[src/rtl/tdc_pkg.sv]
// tdc_pkg: word types, register indexes, DES tables and round functions
// for the triple DES counter-mode cipher; no dependencies
`timescale 1ns / 1ps
package tdc_pkg;

	typedef struct packed {
		logic [63:0] data_block;
		logic [3:0]  byte_count;
		logic        restart;
	} in_word_t;

	typedef struct packed {
		logic [63:0] result_block;
		logic [3:0]  result_count;
	} out_word_t;

	// one queued job: counter block to encrypt, data and saturated count
	typedef struct packed {
		logic [63:0] ctr_block;
		logic [63:0] data;
		logic [3:0]  count;
	} job_t;

	localparam int CFG_IDX_W = 3;
	localparam logic [CFG_IDX_W-1:0] CFG_KEY_ONE       = 3'd0;
	localparam logic [CFG_IDX_W-1:0] CFG_KEY_TWO       = 3'd1;
	localparam logic [CFG_IDX_W-1:0] CFG_KEY_THREE     = 3'd2;
	localparam logic [CFG_IDX_W-1:0] CFG_NONCE         = 3'd3;
	localparam logic [CFG_IDX_W-1:0] CFG_START_COUNTER = 3'd4;

	localparam int DES_ROUNDS = 16;
	localparam int TDES_STAGES = 3 * DES_ROUNDS;

	localparam int unsigned TAB_IP [64] = '{
		58,50,42,34,26,18,10,2,60,52,44,36,28,20,12,4,
		62,54,46,38,30,22,14,6,64,56,48,40,32,24,16,8,
		57,49,41,33,25,17,9,1,59,51,43,35,27,19,11,3,
		61,53,45,37,29,21,13,5,63,55,47,39,31,23,15,7};
	localparam int unsigned TAB_FP [64] = '{
		40,8,48,16,56,24,64,32,39,7,47,15,55,23,63,31,
		38,6,46,14,54,22,62,30,37,5,45,13,53,21,61,29,
		36,4,44,12,52,20,60,28,35,3,43,11,51,19,59,27,
		34,2,42,10,50,18,58,26,33,1,41,9,49,17,57,25};
	localparam int unsigned TAB_E [48] = '{
		32,1,2,3,4,5,4,5,6,7,8,9,8,9,10,11,12,13,12,13,14,15,16,17,
		16,17,18,19,20,21,20,21,22,23,24,25,24,25,26,27,28,29,28,29,30,31,32,1};
	localparam int unsigned TAB_P [32] = '{
		16,7,20,21,29,12,28,17,1,15,23,26,5,18,31,10,
		2,8,24,14,32,27,3,9,19,13,30,6,22,11,4,25};
	localparam int unsigned TAB_PC1 [56] = '{
		57,49,41,33,25,17,9,1,58,50,42,34,26,18,10,2,59,51,43,35,27,19,11,3,
		60,52,44,36,63,55,47,39,31,23,15,7,62,54,46,38,30,22,14,6,61,53,45,37,
		29,21,13,5,28,20,12,4};
	localparam int unsigned TAB_PC2 [48] = '{
		14,17,11,24,1,5,3,28,15,6,21,10,23,19,12,4,26,8,16,7,27,20,13,2,
		41,52,31,37,47,55,30,40,51,45,33,48,44,49,39,56,34,53,46,42,50,36,29,32};
	// total left rotation of the key halves after each round
	localparam int unsigned TOT_ROT [16] = '{
		1,2,4,6,8,10,12,14,15,17,19,21,23,25,27,28};

	localparam logic [3:0] SBOX [8][64] = '{
		'{4'd14,4'd4,4'd13,4'd1,4'd2,4'd15,4'd11,4'd8,4'd3,4'd10,4'd6,4'd12,4'd5,4'd9,4'd0,4'd7,
		  4'd0,4'd15,4'd7,4'd4,4'd14,4'd2,4'd13,4'd1,4'd10,4'd6,4'd12,4'd11,4'd9,4'd5,4'd3,4'd8,
		  4'd4,4'd1,4'd14,4'd8,4'd13,4'd6,4'd2,4'd11,4'd15,4'd12,4'd9,4'd7,4'd3,4'd10,4'd5,4'd0,
		  4'd15,4'd12,4'd8,4'd2,4'd4,4'd9,4'd1,4'd7,4'd5,4'd11,4'd3,4'd14,4'd10,4'd0,4'd6,4'd13},
		'{4'd15,4'd1,4'd8,4'd14,4'd6,4'd11,4'd3,4'd4,4'd9,4'd7,4'd2,4'd13,4'd12,4'd0,4'd5,4'd10,
		  4'd3,4'd13,4'd4,4'd7,4'd15,4'd2,4'd8,4'd14,4'd12,4'd0,4'd1,4'd10,4'd6,4'd9,4'd11,4'd5,
		  4'd0,4'd14,4'd7,4'd11,4'd10,4'd4,4'd13,4'd1,4'd5,4'd8,4'd12,4'd6,4'd9,4'd3,4'd2,4'd15,
		  4'd13,4'd8,4'd10,4'd1,4'd3,4'd15,4'd4,4'd2,4'd11,4'd6,4'd7,4'd12,4'd0,4'd5,4'd14,4'd9},
		'{4'd10,4'd0,4'd9,4'd14,4'd6,4'd3,4'd15,4'd5,4'd1,4'd13,4'd12,4'd7,4'd11,4'd4,4'd2,4'd8,
		  4'd13,4'd7,4'd0,4'd9,4'd3,4'd4,4'd6,4'd10,4'd2,4'd8,4'd5,4'd14,4'd12,4'd11,4'd15,4'd1,
		  4'd13,4'd6,4'd4,4'd9,4'd8,4'd15,4'd3,4'd0,4'd11,4'd1,4'd2,4'd12,4'd5,4'd10,4'd14,4'd7,
		  4'd1,4'd10,4'd13,4'd0,4'd6,4'd9,4'd8,4'd7,4'd4,4'd15,4'd14,4'd3,4'd11,4'd5,4'd2,4'd12},
		'{4'd7,4'd13,4'd14,4'd3,4'd0,4'd6,4'd9,4'd10,4'd1,4'd2,4'd8,4'd5,4'd11,4'd12,4'd4,4'd15,
		  4'd13,4'd8,4'd11,4'd5,4'd6,4'd15,4'd0,4'd3,4'd4,4'd7,4'd2,4'd12,4'd1,4'd10,4'd14,4'd9,
		  4'd10,4'd6,4'd9,4'd0,4'd12,4'd11,4'd7,4'd13,4'd15,4'd1,4'd3,4'd14,4'd5,4'd2,4'd8,4'd4,
		  4'd3,4'd15,4'd0,4'd6,4'd10,4'd1,4'd13,4'd8,4'd9,4'd4,4'd5,4'd11,4'd12,4'd7,4'd2,4'd14},
		'{4'd2,4'd12,4'd4,4'd1,4'd7,4'd10,4'd11,4'd6,4'd8,4'd5,4'd3,4'd15,4'd13,4'd0,4'd14,4'd9,
		  4'd14,4'd11,4'd2,4'd12,4'd4,4'd7,4'd13,4'd1,4'd5,4'd0,4'd15,4'd10,4'd3,4'd9,4'd8,4'd6,
		  4'd4,4'd2,4'd1,4'd11,4'd10,4'd13,4'd7,4'd8,4'd15,4'd9,4'd12,4'd5,4'd6,4'd3,4'd0,4'd14,
		  4'd11,4'd8,4'd12,4'd7,4'd1,4'd14,4'd2,4'd13,4'd6,4'd15,4'd0,4'd9,4'd10,4'd4,4'd5,4'd3},
		'{4'd12,4'd1,4'd10,4'd15,4'd9,4'd2,4'd6,4'd8,4'd0,4'd13,4'd3,4'd4,4'd14,4'd7,4'd5,4'd11,
		  4'd10,4'd15,4'd4,4'd2,4'd7,4'd12,4'd9,4'd5,4'd6,4'd1,4'd13,4'd14,4'd0,4'd11,4'd3,4'd8,
		  4'd9,4'd14,4'd15,4'd5,4'd2,4'd8,4'd12,4'd3,4'd7,4'd0,4'd4,4'd10,4'd1,4'd13,4'd11,4'd6,
		  4'd4,4'd3,4'd2,4'd12,4'd9,4'd5,4'd15,4'd10,4'd11,4'd14,4'd1,4'd7,4'd6,4'd0,4'd8,4'd13},
		'{4'd4,4'd11,4'd2,4'd14,4'd15,4'd0,4'd8,4'd13,4'd3,4'd12,4'd9,4'd7,4'd5,4'd10,4'd6,4'd1,
		  4'd13,4'd0,4'd11,4'd7,4'd4,4'd9,4'd1,4'd10,4'd14,4'd3,4'd5,4'd12,4'd2,4'd15,4'd8,4'd6,
		  4'd1,4'd4,4'd11,4'd13,4'd12,4'd3,4'd7,4'd14,4'd10,4'd15,4'd6,4'd8,4'd0,4'd5,4'd9,4'd2,
		  4'd6,4'd11,4'd13,4'd8,4'd1,4'd4,4'd10,4'd7,4'd9,4'd5,4'd0,4'd15,4'd14,4'd2,4'd3,4'd12},
		'{4'd13,4'd2,4'd8,4'd4,4'd6,4'd15,4'd11,4'd1,4'd10,4'd9,4'd3,4'd14,4'd5,4'd0,4'd12,4'd7,
		  4'd1,4'd15,4'd13,4'd8,4'd10,4'd3,4'd7,4'd4,4'd12,4'd5,4'd6,4'd11,4'd0,4'd14,4'd9,4'd2,
		  4'd7,4'd11,4'd4,4'd1,4'd9,4'd12,4'd14,4'd2,4'd0,4'd6,4'd10,4'd13,4'd15,4'd3,4'd5,4'd8,
		  4'd2,4'd1,4'd14,4'd7,4'd4,4'd10,4'd8,4'd13,4'd15,4'd12,4'd9,4'd0,4'd3,4'd5,4'd6,4'd11}
	};

	// table entries number bits from 1 at the msb
	function automatic logic [63:0] perm_ip(input logic [63:0] x);
		logic [63:0] y;
		for (int i = 0; i < 64; i++) y[63-i] = x[64-TAB_IP[i]];
		return y;
	endfunction

	function automatic logic [63:0] perm_fp(input logic [63:0] x);
		logic [63:0] y;
		for (int i = 0; i < 64; i++) y[63-i] = x[64-TAB_FP[i]];
		return y;
	endfunction

	function automatic logic [47:0] perm_e(input logic [31:0] x);
		logic [47:0] y;
		for (int i = 0; i < 48; i++) y[47-i] = x[32-TAB_E[i]];
		return y;
	endfunction

	function automatic logic [31:0] perm_p(input logic [31:0] x);
		logic [31:0] y;
		for (int i = 0; i < 32; i++) y[31-i] = x[32-TAB_P[i]];
		return y;
	endfunction

	// subkey of round r: pure wiring of the key for a constant round
	function automatic logic [47:0] subkey(input logic [63:0] key, input int r);
		logic [55:0] cd;
		logic [27:0] c;
		logic [27:0] d;
		logic [55:0] rot;
		logic [47:0] y;
		for (int i = 0; i < 56; i++) cd[55-i] = key[64-TAB_PC1[i]];
		c = cd[55:28];
		d = cd[27:0];
		c = (c << TOT_ROT[r]) | (c >> (28 - TOT_ROT[r]));
		d = (d << TOT_ROT[r]) | (d >> (28 - TOT_ROT[r]));
		rot = {c, d};
		for (int i = 0; i < 48; i++) y[47-i] = rot[56-TAB_PC2[i]];
		return y;
	endfunction

	function automatic logic [31:0] feistel(input logic [31:0] half, input logic [47:0] sk);
		logic [47:0] e;
		logic [5:0]  six;
		logic [31:0] acc;
		e = perm_e(half) ^ sk;
		for (int i = 0; i < 8; i++) begin
			six = e[47-6*i -: 6];
			acc[31-4*i -: 4] = SBOX[i][{six[5], six[0], six[4:1]}];
		end
		return perm_p(acc);
	endfunction

endpackage

[src/rtl/tdc_fifo.sv]
// tdc_fifo: short job queue between the front and the cipher pipeline
// depends on tdc_pkg
`timescale 1ns / 1ps
module tdc_fifo #(
	parameter int DEPTH = 4
) (
	input  logic          clk,
	input  logic          arst_n,
	input  logic          push_valid,
	output logic          push_ready,
	input  tdc_pkg::job_t push_word,
	output logic          pop_valid,
	input  logic          pop_ready,
	output tdc_pkg::job_t pop_word
);

	localparam int PW = (DEPTH > 1) ? $clog2(DEPTH) : 1;
	localparam int CW = $clog2(DEPTH + 1);

	tdc_pkg::job_t   mem_q [DEPTH];
	logic [PW-1:0]   wr_ptr_q;
	logic [PW-1:0]   rd_ptr_q;
	logic [CW-1:0]   fill_q;
	logic            do_push;
	logic            do_pop;

	assign push_ready = (fill_q != CW'(DEPTH));
	assign pop_valid  = (fill_q != '0);
	assign pop_word   = mem_q[rd_ptr_q];
	assign do_push    = push_valid && push_ready;
	assign do_pop     = pop_valid && pop_ready;

	// storage
	always_ff @(posedge clk) begin
		if (do_push) begin
			mem_q[wr_ptr_q] <= push_word;
		end
	end

	// pointers and fill level
	always_ff @(posedge clk or negedge arst_n) begin
		if (!arst_n) begin
			wr_ptr_q <= '0;
			rd_ptr_q <= '0;
			fill_q   <= '0;
		end else begin
			if (do_push) begin
				wr_ptr_q <= (wr_ptr_q == PW'(DEPTH - 1)) ? '0 : wr_ptr_q + 1'b1;
			end
			if (do_pop) begin
				rd_ptr_q <= (rd_ptr_q == PW'(DEPTH - 1)) ? '0 : rd_ptr_q + 1'b1;
			end
			if (do_push && !do_pop) begin
				fill_q <= fill_q + 1'b1;
			end else if (do_pop && !do_push) begin
				fill_q <= fill_q - 1'b1;
			end
		end
	end

endmodule

[config.mk]
export PLATFORM = sky130hd
export DESIGN_NAME = tdc_fifo
export DESIGN_NICKNAME = d
export VERILOG_FILES = /design/src/rtl/tdc_pkg.sv /design/src/rtl/tdc_fifo.sv
export SDC_FILE = /design/constraint.sdc
export NUM_CORES = 1
export LEC_CHECK = 0
export BUFFER_PORTS_ARGS = -buffer_cell sky130_fd_sc_hd__buf_2
export CAP_MARGIN = 15
export CORE_MARGIN = 5
export CORE_UTILIZATION = 55
export CTS_CLUSTER_SIZE = 28
export DETAILED_ROUTE_END_ITERATION = 8
export GPL_TIMING_DRIVEN = 0
export HOLD_SLACK_MARGIN = 0.05
export PLACE_DENSITY = 0.77
export SETUP_SLACK_MARGIN = 0.02
export SLEW_MARGIN = 20
export SYNTH_ARGS = -nofsm -noshare
export SYNTH_HDL_FRONTEND = slang
export SYNTH_SLANG_ARGS = --single-unit
export TNS_END_PERCENT = 10
[constraint.sdc]
create_clock -name clk -period 3 [get_ports clk]
set_input_delay 0.3 -clock clk [delete_from_list [all_inputs] [get_ports clk]]
set_output_delay 0.3 -clock clk [all_outputs]
set_load 0.01 [all_outputs]
== Word-level counts from Yosys, hierarchy flattened ==
Memory sizes are Yosys's and may differ from the RTL's.
Cells that the tools add are included.

* Flip-flop bits (word level): 7
* Memory bits (writable): 528
* Input port bits: 136
* Output and inout bits: 134
* Memories kept: 1

* Add/sub/neg operators: 4
* Equality and inequality tests: 3
* Mux-type cells: 6
* Reduce and logical (&&, ||, !) cells: 8

{| class="wikitable"
|+ Memories
! name !! depth !! width !! rd ports !! clocked after memory_dff !! write ports !! RTL line !! source
|-
| mem_q || 4 || 132 || 1 || 0 || 1 || tdc_fifo.sv:20 || <nowiki>tdc_pkg::job_t mem_q [DEPTH];</nowiki>
|}

{| class="wikitable"
|+ Operators with widths
! operator !! number
|-
| $mux 3 || 2
|-
| $add 2x1->2 const B || 2
|-
| $eq 2x2->1 const B || 2
|-
| $logic_and 1x1->1 || 4
|-
| $mux 2 || 2
|-
| $add 3x1->3 const B || 1
|-
| $ne 3x3->1 const B || 1
|-
| $reduce_bool 3->1 || 1
|-
| $sub 3x1->3 const B || 1
|-
| $logic_not 1->1 || 2
|-
| $mux 1 || 2
|-
| $reduce_bool 2->1 || 1
|}

== Depth between registers and ports, before layout ==
Gate-level depths: netlist of run 1.

* Depth after elaboration: 6
* Depth in mapped cells: 8
* Depth with buffers taken out: 8

== Worst setup path before layout of run 1 ==
Ideal clock, no wire load.

* Path kind: register -> register
* Start: register fill_q[2]
* End: memory mem_q[0][0] (netlist bit) (enable)
* Library setup time: 433 ps
* Arrival time: 2309 ps
* Slack: 258 ps
* Stages on the path, launching flop included: 3
* Period minus slack after synthesis: 2742 ps
* Cell sequence: dfrtp_1 > or3b_4 > and3_2

* Cells in the longest elaborated chain, start to end: 4

{| class="wikitable"
|+ Ends and longest elaborated chain
! item !! RTL line !! source
|-
| start: declaration || tdc_fifo.sv:23 || <nowiki>logic [CW-1:0] fill_q;</nowiki>
|-
| start signal: assignment || tdc_fifo.sv:54 || <nowiki>fill_q <= fill_q + 1'b1;</nowiki>
|-
| start signal: assignment || tdc_fifo.sv:56 || <nowiki>fill_q <= fill_q - 1'b1;</nowiki>
|-
| $ne 3x3->1 || tdc_fifo.sv:27 || <nowiki>assign push_ready = (fill_q != CW'(DEPTH));</nowiki>
|-
| named net push_ready || tdc_fifo.sv:10 || <nowiki>output logic push_ready,</nowiki>
|-
| $logic_and 1x1->1 || tdc_fifo.sv:30 || <nowiki>assign do_push = push_valid && push_ready;</nowiki>
|-
| $mux 1 || tdc_fifo.sv:35 || <nowiki>if (do_push) begin</nowiki>
|-
| $mux 1 (implied by the code) || tdc_fifo.sv:36 || <nowiki>mem_q[wr_ptr_q] <= push_word;</nowiki>
|-
| end: declaration || tdc_fifo.sv:20 ||
|}

The timed path passes the listed nets, and every way through them passes these cells.

==> results.md, run 1 <==
CTS:
- TritonCTS built the clock tree.
- The number of buffers added by the clock tree synthesis step is 51.
- The hold-fix buffer count after cts is 133.
- The clock reaches the later pin of the worst-skew pair after 0.58 ns.
- The number of H-tree levels is 2.
- After clock tree synthesis, the setup repair step added 0 buffers.
- The number of gates resized after CTS was 0.
- The post-CTS clock slew at the launch and capture registers of the worst setup and hold paths is 0.06 ns.
- The number of buffers between clock root and the deepest sink is 3.
- The master cell of the clock root buffer is sky130_fd_sc_hd__clkbuf_16.
- The CTS sink count is 535.

Min path:
- The classification of the worst-slack hold path is in2async.

Route:
- The count of nets left with antenna violations once routing finished came out at 0.
- The post-route DRC violation count is 0.
- The violation count after the first detailed-route iteration is 708.
- The number of iterations in the first detailed-routing pass is 5.
- Dividing the detail-routed wire length by the instance count gives 23.98 µm.
- For this block, the via count after detailed routing is 9375.
- The via-per-instance ratio is 5.524.
- The post-detailed-routing wire length is 40.69 mm.

STA:
- The total count of hold-check failures in the final report is 0.
- In the finished design, the share of the clock period the worst path needs comes to 0.8812.
- The total negative slack is 0 ns.
- The achievable clock frequency is 378.3 MHz.
- The setup-violating endpoint count in the final report is 0.
- In this run the tightest slew margin relative to its limit is 0.5019.
- Final hold analysis gives a worst-case slack of 0.1046 ns.
- The clock arrives with 0.01798 ns of skew.
- The slew of the pin with the lowest slew margin is 0.7471 ns.
- The clock period minus worst slack is 2.644 ns.
- The max-slew violation count is 0.
- Setup repair after global routing left no endpoint under its margin.

Yosys:
- The net count after synthesis is 869.
- The mapped cell area is 0.01947 mm².
- Of the total synthesized cell area, the portion taken by XOR and XNOR cells is 0.001350.
- The compound-cell area share of the yosys netlist was 0.
- The number of distinct library cell variants in the gate-level netlist after synthesis is 20.
- The dominant combinational cell family by area after synthesis is multiplexers.
- The share of cell area taken by muxes after synthesis is 0.1560.
- After synthesis, the mean cell area works out to 26.82 µm².
- Of the synthesized area, sequential elements account for 0.8234.
- The area share of the largest cell type after synthesis is 0.8144.
- By area the synthesized netlist is led by sky130_fd_sc_hd__edfxtp_1 81%, sky130_fd_sc_hd__mux4_2 15%, sky130_fd_sc_hd__dfrtp_1 0.90%.
- Synthesis produced a netlist whose cell count is 726.
- Of the total synthesized cell area, the portion taken by AND, OR, NAND and NOR gates is 0.003728.
- The top cell type by total area after synthesis is sky130_fd_sc_hd__edfxtp_1.
- During synthesis, Yosys emitted a total of 0 warnings.
- Of the total synthesized cell area, the portion taken by full adders, half adders and majority gates is 0.004884.
- Counting flops and latches in the post-synthesis netlist gives 535.

Critical path:
- The critical path goes through buf_2, buf_2, buf_2, mux4_2, buf_2.
- In this design, the critical path's most frequently occurring cell is sky130_fd_sc_hd__buf_2.
- Data on the critical path arrives at its endpoint at 2.34 ns.
- Together, buffers and inverters on the worst path number 4.
- The top fanout value on the critical path is 10.
- The kind of cell with the highest combined delay along the critical path is buffers and inverters.
- The data required time of the critical path is 2.70 ns.
- The endpoint kind of the worst setup timing path is an output pin.
- The setup check on the worst reg-to-reg path leaves a slack of 0.69 ns.
- For this run, the slowest stage of the critical path takes 0.38 ns.
- The worst setup path category is reg2out.
- The slowest stage of the critical path belongs to the cell sky130_fd_sc_hd__mux4_2.
- The element type at the critical path start is a flop.

Power:
- The proportion of total power due to net switching is 0.2897.
- Across the VDD grid, the largest voltage drop is 786.9 µV.
- The total internal power is 16970 µW.
- Dividing total power by cell area gives a power density of 966.5 mW/mm².
- The analysis attributes to net switching a power of 6923 µW.
- The share of total power dissipated in combinational logic is 0.306.
- The part of the power in registers is 0.427.
- The leakage dissipation is 0.008560 µW.
- The total power of the final layout is 23900 µW.
- The clock power share is 0.267.

Floorplanning:
- For this configuration, the core starts out at a cell density of 0.5527.
- The die is 198.1 µm tall.
- Measured along the x axis, the die boundary spans 198.1 µm.
- In this run the core area contains 69 standard-cell rows.
- The area enclosed by the die boundary is 0.03926 mm².
- The placeable core area is 0.03522 mm².
- The count of boundary I/O pins is 270.

GRT:
- The remaining global-route overflow is 0.
- In the global route stage, overall resource usage came out at 0.2107.
- The first global-routing pass estimated 61.92 mm of wire.
- The initial antenna violation count was 2.
- The number of global-route vias before repair is 10273.
- Entering global routing, the biggest net connects 48 pins.

Placement:
- The weighted congestion at the end of routability-driven global placement is 0.7201.
- The number of input and output port buffers inserted is 269.
- The post-placement cell count is 1468.
- The HPWL after detailed placement is 24.27 mm.

Run:
- The reported max-cap violation count is 0.

Finish:
- The finished layout holds 1697 standard cells, fillers aside.
- Of the cells placed in the final design, the portion with a size suffix greater than 1 is 0.4238.
- The count of fill cells added during filler insertion is 2047.
- The number of nets at the end of the flow is 1336.
- Relative to the synthesized area, the layout overhead comes to 27.01%.

Status:
- The run finished with clean final reports.
==> metal layers <==
| metal | share of wire | track usage | vias up |
|---|---|---|---|
| met5 | 0 | 0 | - |
| met4 | 0.027 | 0.07090 | 0 |
| met3 | 0.065 | 0.04866 | 69 |
| met2 | 0.53 | 0.3595 | 338 |
| met1 | 0.38 | 0.2719 | 4871 |
| li1 | - | - | 4097 |
==> cell usage in the layout, fill, tap and decap left out, types with 4 or more instances in the layout <==
master                          count
sky130_fd_sc_hd__clkinv_1           6
sky130_fd_sc_hd__buf_2            285
sky130_fd_sc_hd__mux4_2           132
sky130_fd_sc_hd__edfxtp_1         528
sky130_fd_sc_hd__buf_12             4
sky130_fd_sc_hd__bufinv_16          5
sky130_fd_sc_hd__and3_4             4
sky130_fd_sc_hd__dlygate4sd3_1    133
sky130_fd_sc_hd__buf_16             8
sky130_fd_sc_hd__dfrtp_1            7
sky130_fd_sc_hd__ha_1               6
sky130_fd_sc_hd__buf_6              8
sky130_fd_sc_hd__clkbuf_16         53
sky130_fd_sc_hd__clkbuf_1          20
sky130_fd_sc_hd__clkinv_2           4
sky130_fd_sc_hd__clkinv_4           4
==> area by class of cell <==
class	count	area (µm²)	area share
multi-input combinational	158	3246	0.1313
timing repair buffer	414	2978	0.1204
tap	461	576.8	0.02333
clock inverter	23	259.0	0.01047
antenna	2	5.005	0.0002024
inverter	3	11.26	0.0004554
clock buffer	71	1424	0.05759
buffer	30	196.4	0.007945
sequential	535	16030	0.6483
==> cell usage after synthesis <==
cell type	count
sky130_fd_sc_hd__and2_4	1
sky130_fd_sc_hd__and3_2	4
sky130_fd_sc_hd__buf_2	16
sky130_fd_sc_hd__buf_4	1
sky130_fd_sc_hd__buf_6	8
sky130_fd_sc_hd__clkbuf_1	5
sky130_fd_sc_hd__dfrtp_1	7
sky130_fd_sc_hd__edfxtp_1	528
sky130_fd_sc_hd__fa_1	1
sky130_fd_sc_hd__ha_1	6
sky130_fd_sc_hd__inv_1	3
sky130_fd_sc_hd__mux2_2	3
sky130_fd_sc_hd__mux2_4	2
sky130_fd_sc_hd__mux4_2	132
sky130_fd_sc_hd__nand2_1	1
sky130_fd_sc_hd__nor2_1	3
sky130_fd_sc_hd__or3_2	1
sky130_fd_sc_hd__or3b_4	1
sky130_fd_sc_hd__xnor2_1	1
sky130_fd_sc_hd__xor2_1	2
==> cell families (layout without fill, tap and decap cells) <==
group / after synthesis / after routing
xor+xnor: 3 / 3
fa+ha+maj: 7 / 7
buf+inv: 33 / 541
flops: 535 / 535
mux: 137 / 137
other cells: 0 / 2
simple gates: 11 / 11
==> path summary, 6_finish.rpt <==
kind / start / to / depth (start not counted)
worst min-delay path: arst_n / wr_ptr_q[1] / 2
worst min register to register: fill_q[2] / fill_q[2] / 1
max in group asynchronous: arst_n / rd_ptr_q[1] / 2
worst max register to register: fill_q[1] / fill_q[2] / 8
min in group clk: pop_ready / rd_ptr_q[0] / 3
worst max-delay path: rd_ptr_q[1] / pop_word[63] / 5
==> through the flow <==
stage / setup slack (ns) / utilization / area [µm²]
global placement: -0.9270 / 0.6073 / 21390
global route: 0.1921 / 0.7020 / 24730
finish: 0.3565 / 0.7020 / 24730
floorplan: 0.2581 / - / 19470
detailed placement: 0.7882 / 0.6163 / 21710
CTS: 0.2831 / 0.7018 / 24720
==> sequential cells by signal (all words and copies together) (netlist names) <==
signal / count
wr_ptr_q: 2
mem_q: 528
fill_q: 3
rd_ptr_q: 2
==> worst reg2reg max path, stage by stage, from the launching register on <==
cell and delay (ns):
sky130_fd_sc_hd__dfrtp_1 0.43, sky130_fd_sc_hd__or3_2 0.51, sky130_fd_sc_hd__nand2_1 0.16, sky130_fd_sc_hd__ha_1 0.21
sky130_fd_sc_hd__inv_1 0.06, sky130_fd_sc_hd__fa_1 0.38, sky130_fd_sc_hd__xor2_1 0.15, sky130_fd_sc_hd__nor2_1 0.16
sky130_fd_sc_hd__xor2_1 0.17
==> power groups by stage <==
stage	Clock (µW)	Combinational [µW]	Sequential, µW
after floorplan	0	4400	10300
after global placement	0	6930	10400
after detailed placement	0	7280	10300
after CTS	6460	7460	10200
after global routing	6890	7840	10300
final	6380	7310	10200
(Power assumes the default switching activity.)
==> run 2, diff against run 1 <==
- REMOVE_ABC_BUFFERS: unset -> 1
==> run 2 against run 1 <==
  * Fmax is 1.9% higher
  * Total power is 0.38% lower
  * Via count is 0.81% lower
  * Clock-buffer cell count is 9 lower
  * Combinational power is 1% lower
  * Die area stayed put
  * Clock power is 0.9% lower
==> results.md, run 2 (synthesized netlist as in run 1, its figures left out) <==
Floorplanning:
- The y dimension of the die was 198.1 µm (unchanged).
- The cell row count was 69 (unchanged).
- The placeable core area is 0.03522 mm² (unchanged).
- The initial core utilization is 0.5527 (unchanged).
- The area enclosed by the die boundary is 0.03926 mm² (unchanged).
- The die width was 198.1 µm (unchanged).
- The count of boundary I/O pins came to 270 (unchanged).

Critical path:
- The standard cell with the maximum stage delay on the critical path was sky130_fd_sc_hd__mux4_2 (unchanged).
- The arrival time at the worst endpoint is 2.29 ns (was 2.34 ns).
- The worst setup path category is reg2out (unchanged).
- The endpoint kind of the worst setup timing path is an output pin (unchanged).
- The top fanout value on the critical path came to 33 (was 10).
- The data required time of the critical path is 2.70 ns (about the same).
- The element type at the critical path start was a flop (unchanged).
- The largest stage delay on the critical path is 0.56 ns (was 0.38 ns).
- The worst reg-to-reg setup slack is 0.76 ns (was 0.69 ns).
- Cell-by-cell trace of the critical path: buf_16, buf_12, mux4_2, buf_2 (was buf_2, buf_2, buf_2, mux4_2, buf_2).

CTS:
- The CTS sink count is 535 (unchanged).
- The number of H-tree levels is 2 (unchanged).
- The post-cts gate resize count is 0 (unchanged).
- The post-CTS clock slew at the launch and capture registers of the worst setup and hold paths is 0.06 ns (about the same).
- The master cell of the clock root buffer is sky130_fd_sc_hd__clkbuf_16 (unchanged).
- The number of buffers between clock root and the deepest sink is 3 (unchanged).
- The clock latency at the later pin of the worst-skew pair came to 0.57 ns (was 0.58 ns).
- The number of buffers added by the clock tree synthesis step was 52 (was 51).
- The TritonCTS clock tree is built (unchanged).

Route:
- The number of iterations in the first detailed-routing pass is 4 (was 5).
- The via-per-instance ratio was 5.542 (was 5.524).
- The post-detailed-routing wire length is 39.61 mm (was 40.69 mm).
- The final antenna-violating net count is 0 (unchanged).
- The violation count after the first detailed-route iteration is 551 (was 708).
- The post-route DRC violation count is 0 (unchanged).
- The average wire per standard cell was 23.60 µm (was 23.98 µm).
- The via count was 9299 (was 9375).

Power:
- The worst vdd rail ir drop is 901.2 µV (was 786.9 µV).
- The total power of the final layout is 23810 µW (was 23900 µW).
- The power density over the cells is 963.0 mW/mm² (was 966.5 mW/mm²).
- The leakage dissipation is 0.008536 µW (was 0.008560 µW).

Finish:
- The number of flip-flops under the largest register name came to 528 (unchanged).
- The count of fill cells added during filler insertion came to 2067 (was 2047).
- The layout-stage area growth over the synthesis result came to 26.98% (was 27.01%).
- The register containing the most flip-flops in the final layout is mem_q (unchanged).
- Top library cells by usage in the layout, fill and taps aside: 528 x sky130_fd_sc_hd__edfxtp_1, 269 x sky130_fd_sc_hd__buf_2, 133 x sky130_fd_sc_hd__dlygate4sd3_1 (was 528 x sky130_fd_sc_hd__edfxtp_1, 285 x sky130_fd_sc_hd__buf_2, 133 x sky130_fd_sc_hd__dlygate4sd3_1).
- The final design area excluding fillers is 0.02472 mm² (was 0.02473 mm²).
- Biggest regs: mem_q x528, fill_q x3 (unchanged).
- The most common library cell in the layout ignoring fill and taps is sky130_fd_sc_hd__edfxtp_1 (unchanged).
- The number of nets at the end of the flow came to 1318 (was 1336).
- The fraction of layout cells with a size suffix above 1 was 0.4239 (was 0.4238).

GRT:
- The initial antenna violation count came to 5 (was 2).
- The number of global-route vias before repair is 10137 (was 10273).
- The wire length of the first global-routing pass is 59.85 mm (was 61.92 mm).
- The global router's overall resource usage is 0.2022 (was 0.2107).
- The maximum number of pins on one net before global-route repair is 45 (was 48).
- The remaining global-route overflow is 0 (unchanged).

STA:
- The period utilization came to 0.8647 (was 0.8812).
- The total negative slack is 0 ns (unchanged).
- Setup repair after global routing missed its margin: false (unchanged).
- The relative slew slack is 0.6595 (was 0.5019).
- The total count of hold-check failures in the final report is 0 (unchanged).
- The setup-violating endpoint count in the final report was 0 (unchanged).
- The slew of the pin with the lowest slew margin is 0.5107 ns (was 0.7471 ns).
- The max-slew violation count came to 0 (unchanged).
- The clock period minus worst slack is 2.594 ns (was 2.644 ns).
- The slack of the critical path is 0.4058 ns (was 0.3565 ns).
- The achievable clock frequency is 385.5 MHz (was 378.3 MHz).
- The clock skew after layout is 0.02274 ns (was 0.01798 ns).

Min path:
- The classification of the worst-slack hold path is in2async (unchanged).

Placement:
- The post-placement cell area is 0.02167 mm² (was 0.02171 mm²).
- The detailed-placement wirelength estimate is 23.10 mm (was 24.27 mm).
- The worst slack after detailed placement is 0.4793 ns (was 0.7882 ns).
- The weighted congestion at the end of routability-driven global placement came to 0.7226 (was 0.7201).
- The number of input and output port buffers inserted came to 269 (unchanged).

Status:
- Result of the run: completed (unchanged).

Run:
- The reported max-cap violation count is 0 (unchanged).
-- run 2: where the power goes --
part	switching (µW)	leakage, µW	internal (µW)
clock	2650	0.000812	3670
sequential	410	0.00492	9860
combinational	3780	0.00281	3440
total	6830	0.00854	17000
-- run 2: critical path: cells and delay by family, from the launching register on --
kind	cells	cell delay (ns)
buffers and inverters	3	0.68
multiplexers	1	0.56
flip-flops	1	0.44
-- run 2: stage by stage --
| stage | utilization | instances | hold WS (ns) |
|---|---|---|---|
| floorplan | - | 696 | 0.004409 |
| global placement | 0.6017 | 1426 | 0.1443 |
| detailed placement | 0.6153 | 1445 | 0.1476 |
| CTS | 0.7017 | 1676 | 0.07949 |
| global route | 0.7018 | 1678 | 0.1210 |
| finish | 0.7018 | 1678 | 0.1253 |
-- run 2: metal layers --
metal,routed length (µm),GRT usage,up-vias
met5,34,0,-
met4,687,0.04489,6
met3,3058,0.05615,57
met2,20990,0.3489,328
met1,14840,0.2615,4850
li1,-,-,4058
-- run 2: timing repair --
item / 4_1_cts / 5_1_grt
setup buffers: 4 / 0
hold buffers: 133 / 0
endpoints found under the setup margin: 23 / 0
hold endpoints to repair: 535 / 0
-- run 2: final timing paths --
check	end	cells after the start	startpoint
min in group clk	rd_ptr_q[1]	3	pop_ready
max reg2reg	fill_q[2]	8	fill_q[1]
max	pop_word[41]	4	rd_ptr_q[0]
min reg2reg	fill_q[2]	1	fill_q[2]
min	fill_q[2]	2	arst_n
max in group asynchronous	rd_ptr_q[0]	2	arst_n
-- run 2: area by class of cell --
cell class | count | area (µm²) | area share
inverters | 3 | 11.26 | 0.0004555
clock inverters | 32 | 301.5 | 0.01220
repair buffers | 425 | 3183 | 0.1288
diodes | 2 | 5.005 | 0.0002024
flip-flops and latches | 535 | 16040 | 0.6488
well taps | 461 | 576.8 | 0.02333
clock buffers | 62 | 1360 | 0.05502
multi-input cells | 158 | 3246 | 0.1313
==> run 3, diff against run 2 <==
- clock period: 3 -> 2.5 ns (I/O delays scaled with it)
==> run 3 against run 2 <==
  * First-iteration DRC count rose by 18%
  * Flip-flop and latch count is the same
  * Final cell count increased by 0.66%
  * Critical path depth is 1 higher
  * Non-clock buffer count rose by 10
  * Final area grew 0.97%
  * Register-to-register slack got worse by 0.55 ns
  * Hold slack gained 0.039 ns
  * Die area unchanged
  * Routed wire length rose by 3.2%
  * Critical endpoint is now pop_word[68]
==> results.md, run 3 (synthesized netlist as in run 1, its figures left out) <==
Status:
- Result of the run: completed (unchanged).

Floorplanning:
- The area enclosed by the die boundary is 0.03926 mm² (unchanged).
- The placeable core area is 0.03522 mm² (unchanged).
- The count of boundary I/O pins is 270 (unchanged).
- The cell row count is 69 (unchanged).
- The die width is 198.1 µm (unchanged).
- The initial core utilization is 0.5527 (unchanged).
- The y dimension of the die is 198.1 µm (unchanged).

Run:
- The reported max-cap violation count is 0 (unchanged).

Min path:
- The classification of the worst-slack hold path is in2reg (was in2async).
- The worst hold path terminates at wr_ptr_q[0].
- The launch point of the worst hold path is push_valid.
- The cell depth of the worst hold path is 3.

Placement:
- The detailed-placement wirelength estimate is 23.10 mm (unchanged).
- The worst slack after detailed placement was 0.02933 ns (was 0.4793 ns).
- The weighted congestion at the end of routability-driven global placement is 0.7226 (unchanged).
- The post-placement cell area came to 0.02167 mm² (unchanged).
- The number of input and output port buffers inserted was 269 (unchanged).
- The post-placement cell count is 1445 (unchanged).

GRT:
- The maximum number of pins on one net before global-route repair is 45 (unchanged).
- The met1 usage came to 0.2725 (was 0.2615).
- The number of global-route vias before repair is 10111 (was 10137).
- The met2 usage in global routing came to 0.3565 (was 0.3489).
- The met3 track utilization from global routing is 0.05581 (was 0.05615).
- The wire length of the first global-routing pass is 61.24 mm (was 59.85 mm).
- The global-route layer with the greatest usage is met2 (unchanged).
- The remaining global-route overflow was 0 (unchanged).
- The global router's overall resource usage is 0.2085 (was 0.2022).
- The initial antenna violation count is 5 (unchanged).

Critical path:
- The worst reg-to-reg setup slack came to 0.21 ns (was 0.76 ns).
- The top fanout value on the critical path is 12 (was 33).
- The standard cell with the maximum stage delay on the critical path is sky130_fd_sc_hd__dfrtp_4 (was sky130_fd_sc_hd__mux4_2).
- Cell-by-cell trace of the critical path: buf_16, buf_12, buf_16, mux4_2, buf_6 (was buf_16, buf_12, mux4_2, buf_2).
- The element type at the critical path start was a flop (unchanged).
- By instance count, the cell type seen most on the critical path is sky130_fd_sc_hd__buf_16.
- The worst-case reg-to-reg path depth is 8 (unchanged).
- The endpoint of the most critical register-to-register path is fill_q[2] (unchanged).
- The largest stage delay on the critical path is 0.52 ns (was 0.56 ns).
- The arrival time at the worst endpoint is 2.19 ns (was 2.29 ns).
- The startpoint of the lowest-slack register-to-register path is fill_q[1] (unchanged).
- The data required time of the critical path is 2.25 ns (was 2.70 ns).
- The worst setup path category is reg2out (unchanged).
- The endpoint kind of the worst setup timing path is an output pin (unchanged).

Finish:
- Biggest regs: mem_q x528, fill_q x3 (unchanged).
- The number of nets at the end of the flow came to 1328 (was 1318).
- The fraction of layout cells with a size suffix above 1 is 0.4269 (was 0.4239).
- The register containing the most flip-flops in the final layout is mem_q (unchanged).
- Top library cells by usage in the layout, fill and taps aside: 528 x sky130_fd_sc_hd__edfxtp_1, 264 x sky130_fd_sc_hd__buf_2, 135 x sky130_fd_sc_hd__dlygate4sd3_1 (was 528 x sky130_fd_sc_hd__edfxtp_1, 269 x sky130_fd_sc_hd__buf_2, 133 x sky130_fd_sc_hd__dlygate4sd3_1).
- The count of fill cells added during filler insertion was 2024 (was 2067).
- The layout-stage area growth over the synthesis result is 28.21% (was 26.98%).
- The number of flip-flops under the largest register name is 528 (unchanged).
- The area of the multi-input gates is 0.003246 mm² (unchanged).
- The final design area excluding fillers is 0.02496 mm² (was 0.02472 mm²).
- The area used by sequential logic in the layout was 0.01604 mm² (unchanged).
- The most common library cell in the layout ignoring fill and taps is sky130_fd_sc_hd__edfxtp_1 (unchanged).
- The number of cells in the finished layout apart from fillers came to 1689 (was 1678).

STA:
- Of the available clock period, the critical path in the final layout requires 0.9748.
- The clock skew after layout came to 0.02046 ns (was 0.02274 ns).
- The setup-violating endpoint count in the final report is 0 (unchanged).
- The total count of hold-check failures in the final report is 0 (unchanged).
- The relative slew slack was 0.6721 (was 0.6595).
- The max-slew violation count is 0 (unchanged).
- The slack of the critical path is 0.06290 ns (was 0.4058 ns).
- The worst hold-check slack is 0.1640 ns (was 0.1253 ns).
- Setup repair after global routing missed its margin: true (was false).
- The clock period minus worst slack is 2.437 ns.
- Timing would allow up to 410.3 MHz.
- The slew of the pin with the lowest slew margin was 0.4919 ns (was 0.5107 ns).

CTS:
- The TritonCTS clock tree is built (unchanged).
- The master cell of the clock root buffer was sky130_fd_sc_hd__clkbuf_16 (unchanged).
- The CTS sink count is 535 (unchanged).
- The clock latency at the later pin of the worst-skew pair is 0.57 ns (about the same).
- The number of H-tree levels is 2 (unchanged).
- The number of buffers added by the clock tree synthesis step came to 52 (unchanged).
- The number of buffers between clock root and the deepest sink is 3 (unchanged).
- The post-CTS clock slew at the launch and capture registers of the worst setup and hold paths is 0.06 ns (about the same).

Power:
- The switching power summed over all nets was 8384 µW (was 6835 µW).
- The part of the total power dissipated in combinational logic came to 0.316 (was 0.303).
- The leakage dissipation is 0.008647 µW (was 0.008536 µW).
- The part of the power in registers was 0.424 (was 0.431).
- The power density over the cells is 1167 mW/mm² (was 963.0 mW/mm²).
- The clock power share is 0.260 (was 0.265).
- The worst vdd rail ir drop is 1074 µV (was 901.2 µV).
- The proportion of total power due to net switching was 0.2879 (was 0.2871).
- The total internal power is 20740 µW (was 16970 µW).

Route:
- The via count came to 9391 (was 9299).
- The post-route DRC violation count came to 0 (unchanged).
- The number of iterations in the first detailed-routing pass is 4 (unchanged).
- The post-detailed-routing wire length is 40.87 mm (was 39.61 mm).
- The final antenna-violating net count is 0 (unchanged).
- The via-per-instance ratio is 5.560 (was 5.542).
- The average wire per standard cell is 24.20 µm (was 23.60 µm).
- The violation count after the first detailed-route iteration came to 651 (was 551).
## run 3: final cells by class
class / instances / share of cell area
Timing Repair Buffer: 435 / 0.1370
Multi-Input combinational cell: 158 / 0.1300
Tap cell: 461 / 0.02311
Clock buffer: 62 / 0.05449
Antenna cell: 3 / 0.0003008
Sequential cell: 535 / 0.6425
Clock inverter: 32 / 0.01208
Inverter: 3 / 0.0004512
## run 3: worst max-delay path, delay by kind of cell (launching register included)
family	cells	cell delay [ns]
buf+inv	4	0.58
flops	1	0.52
mux	1	0.50
## run 3: how the worst max path moves through the flow
stage	start	to	slack [ns]
final	rd_ptr_q[0]	pop_word[68]	0.06
after global routing	rd_ptr_q[0]	pop_word[68]	0.004
after global placement	rd_ptr_q[0]	pop_word[57]	-6.05
after floorplan	rd_ptr_q[0]	rd_ptr_q[0]	-3.68
after CTS	rd_ptr_q[0]	pop_word[80]	0.02
after detailed placement	rd_ptr_q[0]	pop_word[33]	0.03
## run 3: per-layer routing
layer	share of wire	wire, µm
met4	0.020	817
met1	0.38	15400
met3	0.075	3067
met2	0.53	21570
met5	0.00046	19
## run 3: timing repair
| item | CTS | global route |
|---|---|---|
| gates cloned | 4 | 0 |
| gates resized for setup | 7 | 7 |
| hold buffers | 135 | 0 |
| setup endpoints to repair | 115 | 23 |
| buffers inserted | 8 | 0 |
| hold endpoints to repair | 536 | 0 |
## run 3: power groups by stage
stage	combinational (µW)	sequential, µW	clock [µW]
5_1_grt	9840	12500	8160
2_1_floorplan	3820	12800	0
3_3_place_gp	4940	13000	0
4_1_cts	9340	12300	7720
6_report	9210	12300	7570
3_5_place_dp	8420	12600	0
## run 3: stage by stage
step | utilization | total power [µW] | setup TNS, ns
floorplan | - | 16660 | -604.23
global placement | 0.6017 | 17920 | -1579.68
detailed placement | 0.6153 | 21050 | 0
CTS | 0.7077 | 29390 | 0
global route | 0.7086 | 30470 | 0
finish | 0.7086 | 29120 | 0
